**config.mk**
```make
export PLATFORM = sky130hd
export DESIGN_NAME = kpmd_front
export DESIGN_NICKNAME = d
export VERILOG_FILES = /design/src/hw/rtl/kpmd_pkg.sv /design/src/hw/rtl/kpmd_front.sv
export SDC_FILE = /design/constraint.sdc
export NUM_CORES = 1
export LEC_CHECK = 0
export ABC_AREA = 1
export BUFFER_PORTS_ARGS = -buffer_cell sky130_fd_sc_hd__buf_2
export CAP_MARGIN = 20
export CORE_MARGIN = 1
export CORE_UTILIZATION = 21
export DETAILED_ROUTE_END_ITERATION = 10
export PLACE_DENSITY = 0.8
export SYNTH_ARGS = -nofsm -noshare
export SYNTH_HDL_FRONTEND = slang
export SYNTH_SLANG_ARGS = --single-unit
```
**constraint.sdc**
```tcl
create_clock -name vclk -period 0.8
set_clock_uncertainty 0.1 [all_clocks]
set_input_delay 0.08 -clock vclk [all_inputs]
set_output_delay 0.08 -clock vclk [all_outputs]
set_load 0.05 [all_outputs]
```
**src/hw/rtl/kpmd_pkg.sv**
```systemverilog
// ----------------------------------------------------------------------------
// kpmd_pkg
// shared types and constants for the keyed pair match and difference block
// ----------------------------------------------------------------------------
package kpmd_pkg;

   localparam int TABLE_DEPTH = 1024;
   localparam int IDX_W       = $clog2(TABLE_DEPTH);
   localparam int FILL_W      = $clog2(TABLE_DEPTH + 1);
   localparam int QUEUE_DEPTH = 4;
   localparam int QPTR_W      = $clog2(QUEUE_DEPTH);
   localparam int QCNT_W      = $clog2(QUEUE_DEPTH + 1);

   localparam int REF_CNT_W   = 11;
   localparam int REF_CNT_MAX = 2047;

   localparam logic KIND_DIFF  = 1'b0;
   localparam logic KIND_COUNT = 1'b1;

   typedef enum logic [1:0] {
      MODE_LOAD  = 2'd0,
      MODE_MATCH = 2'd1,
      MODE_END   = 2'd2
   } mode_type;

   typedef enum logic [1:0] {
      ST_IDLE,
      ST_SCAN,
      ST_POST
   } state_type;

   typedef struct packed {
      mode_type           mode;
      logic [15:0]        first_node;
      logic [15:0]        second_node;
      logic signed [31:0] edge_weight;
   } cmd_type;

   typedef struct packed {
      logic [15:0]        key_first;
      logic [15:0]        key_second;
      logic signed [31:0] weight;
   } entry_type;

   typedef struct packed {
      logic                 kind;
      logic [15:0]          key_first;
      logic [15:0]          key_second;
      logic signed [31:0]   weight_difference;
      logic [15:0]          unmatched_compared;
      logic [REF_CNT_W-1:0] unmatched_reference;
   } rsp_type;

   typedef struct packed {
      logic    push;
      cmd_type cmd;
   } q_wr_type;

   typedef struct packed {
      logic full;
      logic empty;
   } q_status_type;

endpackage

```
**src/hw/rtl/kpmd_front.sv**
```systemverilog
// ----------------------------------------------------------------------------
// kpmd_front
// accepts input transactions, drops those that cannot act and queues the rest
// ----------------------------------------------------------------------------
module kpmd_front (
   input  logic                   req_tvalid,
   output logic                   req_tready,
   input  logic [1:0]             req_tuser,
   input  logic [63:0]            req_tdata,
   input  kpmd_pkg::q_status_type q_status,
   output kpmd_pkg::q_wr_type     q_wr
);

   logic keep;

   always_comb begin
      unique case (req_tuser)
         kpmd_pkg::MODE_LOAD:  keep = 1'b1;
         kpmd_pkg::MODE_END:   keep = 1'b1;
         // excluded compared key never matches and is not counted
         kpmd_pkg::MODE_MATCH: keep = (req_tdata[15:0] != 16'd0);
         default:              keep = 1'b0;
      endcase
   end

   assign req_tready              = !q_status.full;
   assign q_wr.push               = req_tvalid && req_tready && keep;
   assign q_wr.cmd.mode           = kpmd_pkg::mode_type'(req_tuser);
   assign q_wr.cmd.first_node     = req_tdata[15:0];
   assign q_wr.cmd.second_node    = req_tdata[31:16];
   assign q_wr.cmd.edge_weight    = req_tdata[63:32];

endmodule

```
* Yosys cells after proc, flatten, opt, wreduce, memory -nomap -nowiden *
Index checks and enable logic that the tools add are counted.

storage, ports and cells
  word-level logic and storage cells = 9
  flip-flop bits (word level) = 0
  input port bits = 69

operators by class
  eq/ne operators = 2
  reductions and logical operators = 6
  multiplexer cells = 1

operators by type and width
  kind                                                             number
  16-bit nonzero test                                              1
  2-bit by 1-bit == test with 1-bit output, second input constant  1
  2-bit == test, second input constant                             1
  1-bit logical AND                                                2
  2-bit zero test                                                  1
  1-bit one-hot mux with 2 select lines                            1
  2-bit OR reduction                                               1
  1-bit zero test                                                  1

* Logic depth before layout (Yosys ltp) *
  depth in word-level cells = 4
  gate-level depth with buffers = 6
  mapped depth without buffers = 6

* Least setup slack after synthesis *
No wires, ideal clock.

  kind = input-to-output
  start point = input q_status[1] (netlist name)
  end point = output q_wr[66] (netlist name)
  data required time = 620 ps
  data arrival time = 1263 ps
  stages = 3
  path buffers = 0
  slack = -643 ps
  path through = inv_1 -> nand2_1 -> a21oi_1

RTL lines
  what                line              source
  start: declaration  kpmd_front.sv:10  input kpmd_pkg::q_status_type q_status,
  end: declaration    kpmd_front.sv:11  output kpmd_pkg::q_wr_type q_wr

==> reports/qor.log <==
qor: setup_path.largest_fanout_on_the_critical_path 2
qor: yosys.syn-instance-count 86
qor: layout.final_core_util 0.182
qor: sta.tns -0.164 ns
qor: die.top_level_ports 137
qor: global_route.first_global_vias 247
qor: min_path.hold_path.startpoint req_tdata[26]
qor: setup_path.worstPathArrival 0.78 ns
qor: setup_path.biggest_cell_delay_along_the_critical_path 0.15 ns
qor: sta.grt_setup_unrepaired true
qor: detailed_routing.routed_via_density 4.00
qor: yosys.post_synth.cell_area_avg 6.65 sq um
qor: min_path.hold_path.class primary input to output pin
qor: sta.layout_setup_ws -0.164 ns
qor: die.die_height 54.2 um
qor: layout.n_sequential_cell 0
qor: detailed_routing.routedWlPerCell 11.6 um
qor: setup_path.slowest_stage buf_6
qor: pwr.finalPower 390 uW
qor: detailed_routing.number_of_optimization_iterations_in_the_first_detailed_route_pass 2
qor: sta.fmax 1040 MHz
qor: setup_path.crit_path_start_kind primary input
qor: global_route.grt_use_total 0.0466
qor: die.dieArea 0.00294 sq mm
qor: layout.finish.instance_area 459 sq um
qor: layout.post_route_cells_drive_above_1_share 0.900
qor: setup_path.critical_path.top_delay_family simple AND/OR/NAND/NOR gates
qor: sta.worst-slew-pin-transition 0.252 ns
qor: setup_path.cp.required 0.62 ns
qor: sta.finalMaxSlewViolations 0
qor: run_status.failed_checks negative setup slack
qor: global_route.grt_start_max_net_pins 3
qor: pwr.peakVddDrop 0.216 mV
qor: placed_design.gp_congestion 0.607
qor: die.floorplan.initialDensity 0.227
qor: placed_design.placed_cells_incl_taps 90
qor: setup_path.critical_path.cell_chain buf_8 -> nor2_4 -> nand2_2 -> nor2_2 -> nand2_1 -> nand2_2 -> a21oi_4 -> buf_6
qor: global_route.overflow 0
qor: placed_design.buffer_ports.inserted 40
qor: yosys.number_of_library_cell_types_mapped_by_synthesis 5
qor: yosys.synthesis.area 572 sq um
qor: detailed_routing.dr_total_vias 360
qor: layout.fin_nets 131
qor: layout.layout.area.seq 0 sq um
qor: sta.final_hold_viol_count 0
qor: setup_path.worstSetupStartpoint req_tdata[14]
qor: sta.slew_headroom 0.833
qor: setup_path.critPathKind primary input to output pin
qor: pwr.total_leakage_power 0.223 nW
qor: detailed_routing.initialDrtViolationCount 1
qor: global_route.antenna_found_initial 0
qor: sta.fin_crit_sh 1.20
qor: run_status.run_status finished, violations left
qor: yosys.post_synthesis_net_count 155
qor: layout.final.clkbuf_count 0
qor: die.core_area 0.00252 sq mm
qor: placed_design.placed_area 332 sq um
qor: detailed_routing.drt_wl_total 1040 um
qor: die.fp.dieW 54.2 um
qor: run.max-cap-violations 0
qor: layout.post_layout_nonfiller_instances 90
qor: pwr.p_per_area 849 mW/mm^2
qor: die.placement_rows 18
qor: layout.antenna_cells 0
qor: setup_path.path_buf_inv 2
qor: setup_path.timing.critical_path.mode_cell nand2_2
qor: global_route.grt_first_pass_wirelength 1030 um
qor: setup_path.timing.critical_path.to_type output pin
qor: sta.finalCriticalPeriod 0.964 ns
qor: sta.setup_viol_count_final 1
qor: yosys.ys_seq_area_frac 0
qor: detailed_routing.postRouteAntennaNets 0
qor: layout.area.growth.synth_to_final -19.7%
qor: placed_design.place_hpwl 790 um
qor: detailed_routing.drc 0
qor: yosys.ys_warnings 0
-- layout make-up --
class | instances | area [sq um]
repair buffers | 40 | 285
well taps | 30 | 37.5
inverters | 2 | 11.3
fillers | 295 | 2060
multi-input cells | 18 | 125
-- worst paths after layout --
check | endpoint | slack [ns] | cells after the start
worst max-delay path | q_wr[66] | -0.16 | 8
worst min-delay path | q_wr[42] | 0.06 | 0
-- where the power goes --
part	leakage, nW	total [mW]	internal [mW]	switching (mW)
clock network	0	0	0	0
registers	0	0	0	0
logic	0.223	0.390	0.130	0.260
-- per-layer routing --
layer | global-route usage | wire [um] | up-vias
met5 | 0 | 0 | -
met4 | 0.0641 | 114 | 0
met3 | 0.0565 | 226 | 22
met2 | 0.0589 | 507 | 57
met1 | 0.0278 | 196 | 141
li1 | - | - | 140
-- cells by family after synthesis --
logic type             count (synthesis)  synth area share
AND/OR/NAND/NOR                       17             0.112
buffers and inverters                 68             0.880
AO/OA/AOI/OAI                          1           0.00874
-- what timing repair did --
| item | in CTS | in global routing |
|---|---|---|
| pin swaps | 9 | 14 |
| resized for setup | 9 | 20 |
| hold buffers | 0 | 0 |
| setup buffers | 0 | 0 |
| setup endpoints to repair | 1 | 1 |
-- metrics by stage --
stage / hold WS (ns) / setup slack (ns)
after detailed placement: 0.0603 / -0.277
after global routing: 0.0601 / -0.224
after CTS: 0.0603 / -0.206
after floorplan: 0.159 / -0.0501
final: 0.0600 / -0.164
after global placement: 0.0603 / -0.272
-- layout by cell type (no fill, tap or decap), drive strengths merged --
cell	netlist	layout
buf	66	40
nor2	10	10
nand2	7	7
clkinvlp	0	1
inv	2	1
a21oi	1	1
-- Yosys cell counts (all sizes together) --
cell type | n | area share
nor2 | 10 | 0.066
nand2 | 7 | 0.046
inv | 2 | 0.013
a21oi | 1 | 0.0087
buf | 66 | 0.87
No activity file was read; power rests on OpenSTA's default activity.
