<file path="config.mk">
export PLATFORM = sky130hd
export DESIGN_NAME = kpmd_queue
export DESIGN_NICKNAME = d
export VERILOG_FILES = /design/src/hw/rtl/kpmd_pkg.sv /design/src/hw/rtl/kpmd_queue.sv
export SDC_FILE = /design/constraint.sdc
export NUM_CORES = 1
export LEC_CHECK = 0
export BUFFER_PORTS_ARGS = -buffer_cell sky130_fd_sc_hd__clkbuf_2
export CORE_MARGIN = 2
export CORE_UTILIZATION = 61
export CTS_CLUSTER_SIZE = 20
export DETAILED_ROUTE_END_ITERATION = 10
export PLACE_DENSITY = 0.85
export SYNTH_ARGS = -nofsm -noshare
export SYNTH_HDL_FRONTEND = slang
export SYNTH_SLANG_ARGS = --single-unit
export TNS_END_PERCENT = 1
</file>
<file path="constraint.sdc">
create_clock -name clock -period 5.73 [get_ports clock]
set_clock_uncertainty 0.1 [all_clocks]
set_input_delay 0.8595 -clock clock [delete_from_list [all_inputs] [get_ports clock]]
set_output_delay 0.8595 -clock clock [all_outputs]
set_load 0.02 [all_outputs]
</file>
<file path="src/hw/rtl/kpmd_pkg.sv">
// ----------------------------------------------------------------------------
// kpmd_pkg
// shared types and constants for the keyed pair match and difference block
// ----------------------------------------------------------------------------
package kpmd_pkg;

   localparam int TABLE_DEPTH = 1024;
   localparam int IDX_W       = $clog2(TABLE_DEPTH);
   localparam int FILL_W      = $clog2(TABLE_DEPTH + 1);
   localparam int QUEUE_DEPTH = 4;
   localparam int QPTR_W      = $clog2(QUEUE_DEPTH);
   localparam int QCNT_W      = $clog2(QUEUE_DEPTH + 1);

   localparam int REF_CNT_W   = 11;
   localparam int REF_CNT_MAX = 2047;

   localparam logic KIND_DIFF  = 1'b0;
   localparam logic KIND_COUNT = 1'b1;

   typedef enum logic [1:0] {
      MODE_LOAD  = 2'd0,
      MODE_MATCH = 2'd1,
      MODE_END   = 2'd2
   } mode_type;

   typedef enum logic [1:0] {
      ST_IDLE,
      ST_SCAN,
      ST_POST
   } state_type;

   typedef struct packed {
      mode_type           mode;
      logic [15:0]        first_node;
      logic [15:0]        second_node;
      logic signed [31:0] edge_weight;
   } cmd_type;

   typedef struct packed {
      logic [15:0]        key_first;
      logic [15:0]        key_second;
      logic signed [31:0] weight;
   } entry_type;

   typedef struct packed {
      logic                 kind;
      logic [15:0]          key_first;
      logic [15:0]          key_second;
      logic signed [31:0]   weight_difference;
      logic [15:0]          unmatched_compared;
      logic [REF_CNT_W-1:0] unmatched_reference;
   } rsp_type;

   typedef struct packed {
      logic    push;
      cmd_type cmd;
   } q_wr_type;

   typedef struct packed {
      logic full;
      logic empty;
   } q_status_type;

endpackage

</file>
<file path="src/hw/rtl/kpmd_queue.sv">
// ----------------------------------------------------------------------------
// kpmd_queue
// short command queue between the front and back parts
// ----------------------------------------------------------------------------
module kpmd_queue (
   input  logic                   clock,
   input  logic                   reset,
   input  kpmd_pkg::q_wr_type     q_wr,
   input  logic                   pop,
   output kpmd_pkg::cmd_type      head,
   output kpmd_pkg::q_status_type q_status
);

   kpmd_pkg::cmd_type                  slot_ff [kpmd_pkg::QUEUE_DEPTH];
   logic [kpmd_pkg::QPTR_W-1:0]        wr_ptr_ff, wr_ptr_in;
   logic [kpmd_pkg::QPTR_W-1:0]        rd_ptr_ff, rd_ptr_in;
   logic [kpmd_pkg::QCNT_W-1:0]        count_ff, count_in;
   logic                               do_push, do_pop;

   assign q_status.full  = (count_ff == kpmd_pkg::QCNT_W'(kpmd_pkg::QUEUE_DEPTH));
   assign q_status.empty = (count_ff == '0);
   assign do_push        = q_wr.push && !q_status.full;
   assign do_pop         = pop && !q_status.empty;
   assign head           = slot_ff[rd_ptr_ff];

   always_comb begin
      wr_ptr_in = wr_ptr_ff;
      rd_ptr_in = rd_ptr_ff;
      count_in  = count_ff;
      if (do_push) begin
         wr_ptr_in = (wr_ptr_ff == kpmd_pkg::QPTR_W'(kpmd_pkg::QUEUE_DEPTH - 1)) ?
                     '0 : wr_ptr_ff + 1'b1;
      end
      if (do_pop) begin
         rd_ptr_in = (rd_ptr_ff == kpmd_pkg::QPTR_W'(kpmd_pkg::QUEUE_DEPTH - 1)) ?
                     '0 : rd_ptr_ff + 1'b1;
      end
      if (do_push && !do_pop) begin
         count_in = count_ff + 1'b1;
      end else if (do_pop && !do_push) begin
         count_in = count_ff - 1'b1;
      end
   end

   always_ff @(posedge clock) begin
      if (reset) begin
         wr_ptr_ff <= '0;
         rd_ptr_ff <= '0;
         count_ff  <= '0;
      end else begin
         wr_ptr_ff <= wr_ptr_in;
         rd_ptr_ff <= rd_ptr_in;
         count_ff  <= count_in;
      end
   end

   always_ff @(posedge clock) begin
      if (do_push) begin
         slot_ff[wr_ptr_ff] <= q_wr.cmd;
      end
   end

endmodule

</file>
# [After elaboration in Yosys (flattened, before gate mapping)]
# Memory sizes are Yosys's and may differ from the RTL's. A register that Yosys moved wholly into a read port is not among the register bits.
# Cells that the tools add are included.
[word_totals] regBits=7 latch_bits=0 ramBits=264 rom_bits=0 input_bits=70 output_inout_bits=68 word_cells=29 memories=1
[memory_table] name="slot_ff" depth=4 width=66 read_ports=1 rd_ports_with_merged_regs=1 write_ports=1 line="kpmd_queue.sv:14" source="kpmd_pkg::cmd_type slot_ff [kpmd_pkg::QUEUE_DEPTH];"
[classes] addsub=4 n_mul=0 div=0 n_lt_le_gt_ge=0 eq_ne=3 shifts=0 n_mux=8 bitwise=0 n_reduce_logical=10
[ops] cell="2-bit 2-to-1 mux" count=4
[ops] cell="3-bit 2-to-1 mux" count=2
[ops] cell="2-bit by 1-bit adder with 2-bit output, second input constant" count=2
[ops] cell="2-bit == test, second input constant" count=2
[ops] cell="1-bit logical AND" count=4
[ops] cell="1-bit zero test" count=4
[ops] cell="3-bit by 1-bit adder with 3-bit output, second input constant" count=1
[ops] cell="3-bit == test, second input constant" count=1
[ops] cell="3-bit zero test" count=1
[ops] cell="3-bit by 1-bit subtractor with 3-bit output, second input constant" count=1
[ops] cell="1-bit 2-to-1 mux" count=2
[ops] cell="2-bit nonzero test" count=1

# [Depth between registers and ports, before layout]
# Gate-level depths: netlist (run 1).
[logic_depth] depth_word=7 ltp_mapped=10 ltp_nobuf=9

# [Least setup slack after synthesis (run 1)]
# OpenSTA, ideal clock, no wires.
[synth_timing] path_type="input -> register" start="in q_wr[66] (netlist name)" end="mem slot_ff[1][0] (netlist name), enable pin" arrival_time_ps=2459 required_ps=5199 setup_slack_ps=2740 cell_stages=1 path_cell_list="and3_1"
[synth_via] elab_chain_cells=3
[synth_rtl] element="start, declared" line="kpmd_queue.sv:8" source="input kpmd_pkg::q_wr_type q_wr,"
[synth_rtl] element="1-bit logical AND" line="kpmd_queue.sv:22" source="assign do_push = q_wr.push && !q_status.full;"
[synth_rtl] element="1-bit 2-to-1 mux" line="kpmd_queue.sv:58" source="if (do_push) begin"
[synth_rtl] element="1-bit 2-to-1 mux (implied by the code)" line="kpmd_queue.sv:59" source="slot_ff[wr_ptr_ff] <= q_wr.cmd;"
[synth_rtl] element="end, declared" line="kpmd_queue.sv:14"
# Every way passes these cells.

==> impl_metrics.json, run 1 <==
{
  "pwr-share-clk": 0.294,
  "core_mm2": 0.01594,
  "drv_slew": 0,
  "drive_above_1_share": 0.4476,
  "numCtsBuffers": 26,
  "root_buffer": "clkbuf_16",
  "peakVddDrop_uv": 378.9,
  "rsz0062_at_grt": "false",
  "crit_path_end_kind": "primary output",
  "yosys.area_share.adder": 0.009489,
  "powerDensity_mw_per_mm2": 445.0,
  "grt_pass1_wl_mm": 27.00,
  "p_sw_mw": 1.432,
  "p_int_mw": 3.756,
  "dpl.hpwl_mm": 9.794,
  "io_buffers": 137,
  "areaGrowthSynthToFinish_pct": 16.36,
  "setup_viol": 0,
  "cts_tree": "built",
  "final_common_cell": "edfxtp_1",
  "report.final.hold_viol_count": 0,
  "switching_share": 0.2760,
  "antenna_cells": 0,
  "vias": 4548,
  "cts.sinks": 273,
  "post_cts_buffers": 0,
  "drt_iter0_drc": 322,
  "antenna_found_initial": 0,
  "grt_max_degree": 67,
  "synth_edf_count": 264,
  "syn_nets": 471,
  "clk_pin_slew_ns": 0.06,
  "synth_cells": 394,
  "vias_per_cell": 5.838,
  "path_max_fanout": 44,
  "fill_cells": 926,
  "yosysWarnings": 0,
  "ys_seq_area_frac": 0.8091,
  "die_y_um": 132.2,
  "dr.pass1.iters": 4,
  "synth_cell_type_count": 26,
  "worstSetupStartpointType": "flop",
  "synth_xor_area_frac": 0.001748,
  "comb_power_share": 0.211,
  "finalCritPeriodShare": 0.6483,
  "finalPower_mw": 5.189,
  "critical_path_class": "flop to primary output",
  "synth_area_mm2": 0.01002,
  "crit_arrival_ns": 2.76,
  "placementRows": 46,
  "grt_pass1_vias": 4768,
  "boundaryPins": 138,
  "nNetsFinal": 621,
  "synth_ff_type": "edfxtp_1",
  "p_seq_frac": 0.495,
  "track_usage": 0.1996,
  "die_width_um": 132.2,
  "r2r_cells": 9,
  "hold_path_class": "flop to flop",
  "die_area_mm2": 0.01747,
  "cp_slowest_cell": "dfxtp_4",
  "synthMuxAreaShare": 0.1503,
  "cts_buffer_depth": 3,
  "final.setup.tns_ns": 0,
  "period_needed_ns": 3.715,
  "overflow": 0,
  "syn_area_per_cell_um2": 25.43,
  "cpPeakStageDelay_ns": 0.93,
  "leakage_nw": 3.956,
  "fmax_mhz": 269.2,
  "htreeDepth": 1,
  "whs_path_depth": 2,
  "synthArstFlopShare": 0,
  "synthSimpleGateAreaFrac": 0.008740,
  "slew_headroom": 0.3066,
  "post_cts_resized": 0,
  "worstPathRequired_ns": 4.77,
  "initial_utilization": 0.6286,
  "synth-compound-area-share": 0.004994,
  "worstPathCellList": "buf_4, mux4_2, clkbuf_2",
  "gp_congestion": 0.7662,
  "synth-seq-cells": 273,
  "synth_top_family_by_area": "multiplexers",
  "status": "complete, no violations",
  "ant_nets": 0,
  "cap_viol_max_count": 0,
  "tightest_slew_ns": 1.040,
  "wl_per_cell_um": 21.93,
  "mostFrequentLayoutCells": "edfxtp_1, clkbuf_2, mux4_2, clkbuf_16, clkinv_2",
  "hold_buffers": 0,
  "drcViolationCount": 0,
  "drt_wl_total_mm": 17.08,
  "clk_latency_ns": 0.50
}
[final timing paths]
kind                                   end  slack (ns)                 startpoint
setup reg to reg  count_ff[2]$_SDFFE_PP0P_        3.19   count_ff[0]$_SDFFE_PP0P_
hold / removal                        flop        0.39  rd_ptr_ff[0]$_SDFFE_PP0P_
hold reg to reg                       flop        0.39  rd_ptr_ff[0]$_SDFFE_PP0P_
setup / recovery                  head[43]        2.02                       flop
[stage by stage]
stage                     hold slack [ns]  instance area (um2)  cells  utilization  setup WS, ns
after floorplan                    0.3634                10020    394            -         2.740
after global placement             0.3591                10890    732       0.6833         2.511
after detailed placement           0.3848                10890    732       0.6833         2.471
after CTS                          0.3879                11660    779       0.7314         1.904
after global routing               0.4431                11660    779       0.7314         1.776
final                              0.3875                11660    779       0.7314         2.015
[state kept, by name, summed over array words and instances (netlist names), named ones only]
register,flops
count_ff,3
wr_ptr_ff,2
rd_ptr_ff,2
slot_ff,264
[per-layer routing]
metal	wire, um	GRT usage	up-vias
met5	0	0	-
met2	8435	0.3137	200
li1	-	-	1988
met4	281	0.04659	0
met1	6836	0.2920	2336
met3	1528	0.04960	24
[final cells by class]
class	count	area [um2]	share of cell area
Sequential cell	273	8115	0.6960
Multi-Input combinational cell	100	1777	0.1524
Timing Repair Buffer	138	693.2	0.05945
Clock buffer	31	690.7	0.05923
Tap cell	216	270.3	0.02318
Clock inverter	16	76.32	0.006546
Inverter	5	37.54	0.003219
[cell usage after synthesis (3+ instances only)]
| library cell | instances | area share |
|---|---|---|
| a21oi_1 | 3 | 0.0015 |
| and3_1 | 4 | 0.0025 |
| buf_2 | 5 | 0.0025 |
| buf_6 | 6 | 0.0067 |
| clkbuf_1 | 3 | 0.0011 |
| dfxtp_1 | 9 | 0.018 |
| edfxtp_1 | 264 | 0.79 |
| ha_1 | 6 | 0.0075 |
| inv_1 | 3 | 0.0011 |
| mux4_2 | 66 | 0.15 |
| nor2_1 | 3 | 0.0011 |
[cell families after synthesis]
logic type      Yosys count
xor+xnor                  2
buf+inv                  21
compound gates            7
simple gates             16
fa+ha+maj                 7
mux                      68
flops                   273
[power groups by stage]
stage | Sequential [mW] | Clock, mW | Combinational [mW]
4_1_cts | 2.58 | 1.55 | 1.11
2_1_floorplan | 2.50 | 0 | 0.872
5_1_grt | 2.60 | 1.63 | 1.17
3_3_place_gp | 2.60 | 0 | 1.08
3_5_place_dp | 2.62 | 0 | 1.10
6_report | 2.57 | 1.53 | 1.09
[critical path: cells and delay by family, from the launching register on]
family / cells / cell delay [ns]
buf+inv: 2 / 0.71
flops: 1 / 0.93
mux: 1 / 0.59
Note: power is estimated with default switching activity, not from simulation.
==> run 2: changes to the inputs <==
--- a/config.mk
+++ b/config.mk
@@ -7,10 +7,10 @@
 export LEC_CHECK = 0
 export BUFFER_PORTS_ARGS = -buffer_cell sky130_fd_sc_hd__clkbuf_2
 export CORE_MARGIN = 2
-export CORE_UTILIZATION = 61
+export CORE_UTILIZATION = 57
 export CTS_CLUSTER_SIZE = 20
 export DETAILED_ROUTE_END_ITERATION = 10
-export PLACE_DENSITY = 0.85
+export PLACE_DENSITY = 0.8
 export SYNTH_ARGS = -nofsm -noshare
 export SYNTH_HDL_FRONTEND = slang
 export SYNTH_SLANG_ARGS = --single-unit
==> constraint.sdc (replaced) <==
create_clock -name clock -period 3.8 [get_ports clock]
set_clock_uncertainty 0.1 [all_clocks]
set_input_delay 0.57 -clock clock [delete_from_list [all_inputs] [get_ports clock]]
set_output_delay 0.57 -clock clock [all_outputs]
set_load 0.02 [all_outputs]
==> run 2 against run 1 <==
Core utilization down 4.9 points. Non-clock buffer count grew 1. Combinational power rose by 55%. Sequential power is 50% higher.
==> impl_metrics.json, run 2 (synthesized netlist as in run 1, its figures left out) <==
{
  "wl_per_cell_um": 21.51,
  "period_needed_ns": 3.027,
  "fmax_mhz": 330.4,
  "areaGrowthSynthToFinish_pct": 17.38,
  "r2r_cells": 9,
  "post_cts_buffers": 0,
  "io_buffers": 137,
  "antenna_found_initial": 1,
  "setup_viol": 0,
  "slew_headroom": 0.3071,
  "ant_nets": 0,
  "clk_pin_slew_ns": 0.06,
  "worstPathCellList": "buf_12, mux4_2, clkbuf_2",
  "p_int_mw": 5.876,
  "grt_pass1_wl_mm": 25.77,
  "post_cts_resized": 0,
  "final_common_cell": "edfxtp_1",
  "track_usage": 0.1861,
  "largestRegisters": "slot_ff x264, count_ff x3",
  "cts_buffer_depth": 3,
  "crit_family": "flip-flops",
  "dpl.hpwl_mm": 9.539,
  "cp_slowest_cell": "dfxtp_4",
  "pwr-share-clk": 0.310,
  "cp_num_buf_inv": 2,
  "placementRows": 48,
  "drt_wl_total_mm": 16.99,
  "cts.sinks": 273,
  "crit_arrival_ns": 2.36,
  "hold_path_class": "input pin to flop",
  "gp_congestion": 0.6794,
  "cpPeakStageDelay_ns": 0.76,
  "antenna_cells": 0,
  "reg2reg_to": "count_ff[2]$_SDFFE_PP0P_",
  "grt_max_degree": 67,
  "p_sw_mw": 2.158,
  "path_max_fanout": 32,
  "numCtsBuffers": 26,
  "nNetsFinal": 622,
  "worstSetupStartpointType": "flop",
  "switching_share": 0.2686,
  "tightest_slew_ns": 1.039,
  "hold_buffers": 0,
  "clk_latency_ns": 0.51,
  "critical_path_class": "flop to primary output",
  "rsz0062_at_grt": "false",
  "dpl-instance-area_mm2": 0.01092,
  "status": "complete, no violations",
  "die_width_um": 136.6,
  "peakVddDrop_uv": 445.1,
  "vias": 4501,
  "htreeDepth": 1,
  "min_to": "slot_ff[2][40]$_DFFE_PP_",
  "cts_tree": "built",
  "leakage_nw": 3.986,
  "cap_viol_max_count": 0,
  "powerDensity_mw_per_mm2": 683.0,
  "largest_reg_flops": 264,
  "comb_power_share": 0.211,
  "die_area_mm2": 0.01866,
  "grt_pass1_vias": 4771,
  "final.setup.tns_ns": 0,
  "hp-start": "q_wr[40]",
  "cp.depth": 3,
  "drive_above_1_share": 0.4407,
  "stdcell_area_mm2": 0.01176,
  "root_buffer": "clkbuf_16",
  "initial_utilization": 0.5814,
  "p_seq_frac": 0.479,
  "crit_path_end_kind": "primary output",
  "core_mm2": 0.01724,
  "rr_startpoint": "count_ff[0]$_SDFFE_PP0P_",
  "reg2reg_slack_ns": 1.26,
  "overflow": 0,
  "drt_iter0_drc": 241,
  "boundaryPins": 138,
  "whs_path_depth": 1,
  "drv_slew": 0,
  "drcViolationCount": 0,
  "report.final.hold_viol_count": 0,
  "fill_cells": 1062,
  "mostFrequentLayoutCells": "edfxtp_1, clkbuf_2, mux4_2, clkbuf_16, clkbuf_1",
  "vias_per_cell": 5.697,
  "largest-register": "slot_ff",
  "die_y_um": 136.6,
  "dr.pass1.iters": 4,
  "worstPathRequired_ns": 3.13,
  "finalCritPeriodShare": 0.7966
}
==> run 2: cell types whose count changed in the layout (fill, tap and decap cells not counted) <==
| cell | delta |
|---|---|
| buf_12 | +1 |
| clkinv_2 | -8 |
| clkinv_4 | -1 |
| clkbuf_8 | +3 |
| bufinv_16 | +2 |
| clkinv_1 | +1 |
| clkbuf_1 | +4 |
==> run 2: worst max path at each step <==
stage,from,endpoint
finish,flop,head[49]
global route,flop,head[49]
CTS,flop,head[49]
detailed placement,flop,head[49]
global placement,flop,head[49]
floorplan,count_ff[0]$_SDFFE_PP0P_,slot_ff[0][0]$_DFFE_PP_
==> run 2: final cells by class <==
type | instances | area [um2] | share of cell area
Tap cell | 225 | 281.5 | 0.02393
Sequential cell | 273 | 8115 | 0.6899
Timing Repair Buffer | 139 | 713.2 | 0.06063
Inverter | 5 | 37.54 | 0.003191
Clock buffer | 38 | 747.0 | 0.06350
Clock inverter | 10 | 91.34 | 0.007765
Multi-Input combinational cell | 100 | 1777 | 0.1510
==> run 2: metal layers <==
layer | vias up | GRT usage | share of wire
li1 | 1984 | - | -
met1 | 2338 | 0.2471 | 0.40
met2 | 153 | 0.3094 | 0.51
met5 | - | 0 | 0
met4 | 0 | 0.04977 | 0.017
met3 | 26 | 0.05037 | 0.072
==> run 2: per-stage QoR <==
| step | hold WS (ns) | std cells | power [mW] | utilization | setup slack [ns] |
|---|---|---|---|---|---|
| final | 0.1712 | 790 | 8.033 | 0.6824 | 0.7730 |
| after detailed placement | 0.4052 | 742 | 5.635 | 0.6338 | 1.209 |
| after CTS | 0.1511 | 790 | 8.127 | 0.6824 | 0.6505 |
| after global routing | 0.1565 | 790 | 8.357 | 0.6824 | 0.5613 |
| after global placement | 0.3632 | 742 | 5.584 | 0.6338 | 1.223 |
| after floorplan | 0.3634 | 394 | 5.090 | - | 0.9876 |
==> run 2: power groups by stage <==
stage	Sequential (mW)	Clock [mW]	Combinational, mW
floorplan	3.78	0	1.31
global route	3.89	2.64	1.82
detailed placement	3.92	0	1.71
finish	3.85	2.49	1.69
global placement	3.90	0	1.69
CTS	3.86	2.54	1.72
==> run 2: worst reg2reg max path, stage by stage (launching register included) <==
cell      delay, ns
dfxtp_1        0.46
or3b_1         0.34
clkinv_4       0.09
nor2_2         0.16
ha_1           0.21
inv_1          0.06
fa_1           0.38
xor2_1         0.18
or3_1          0.32
a21oi_1        0.16
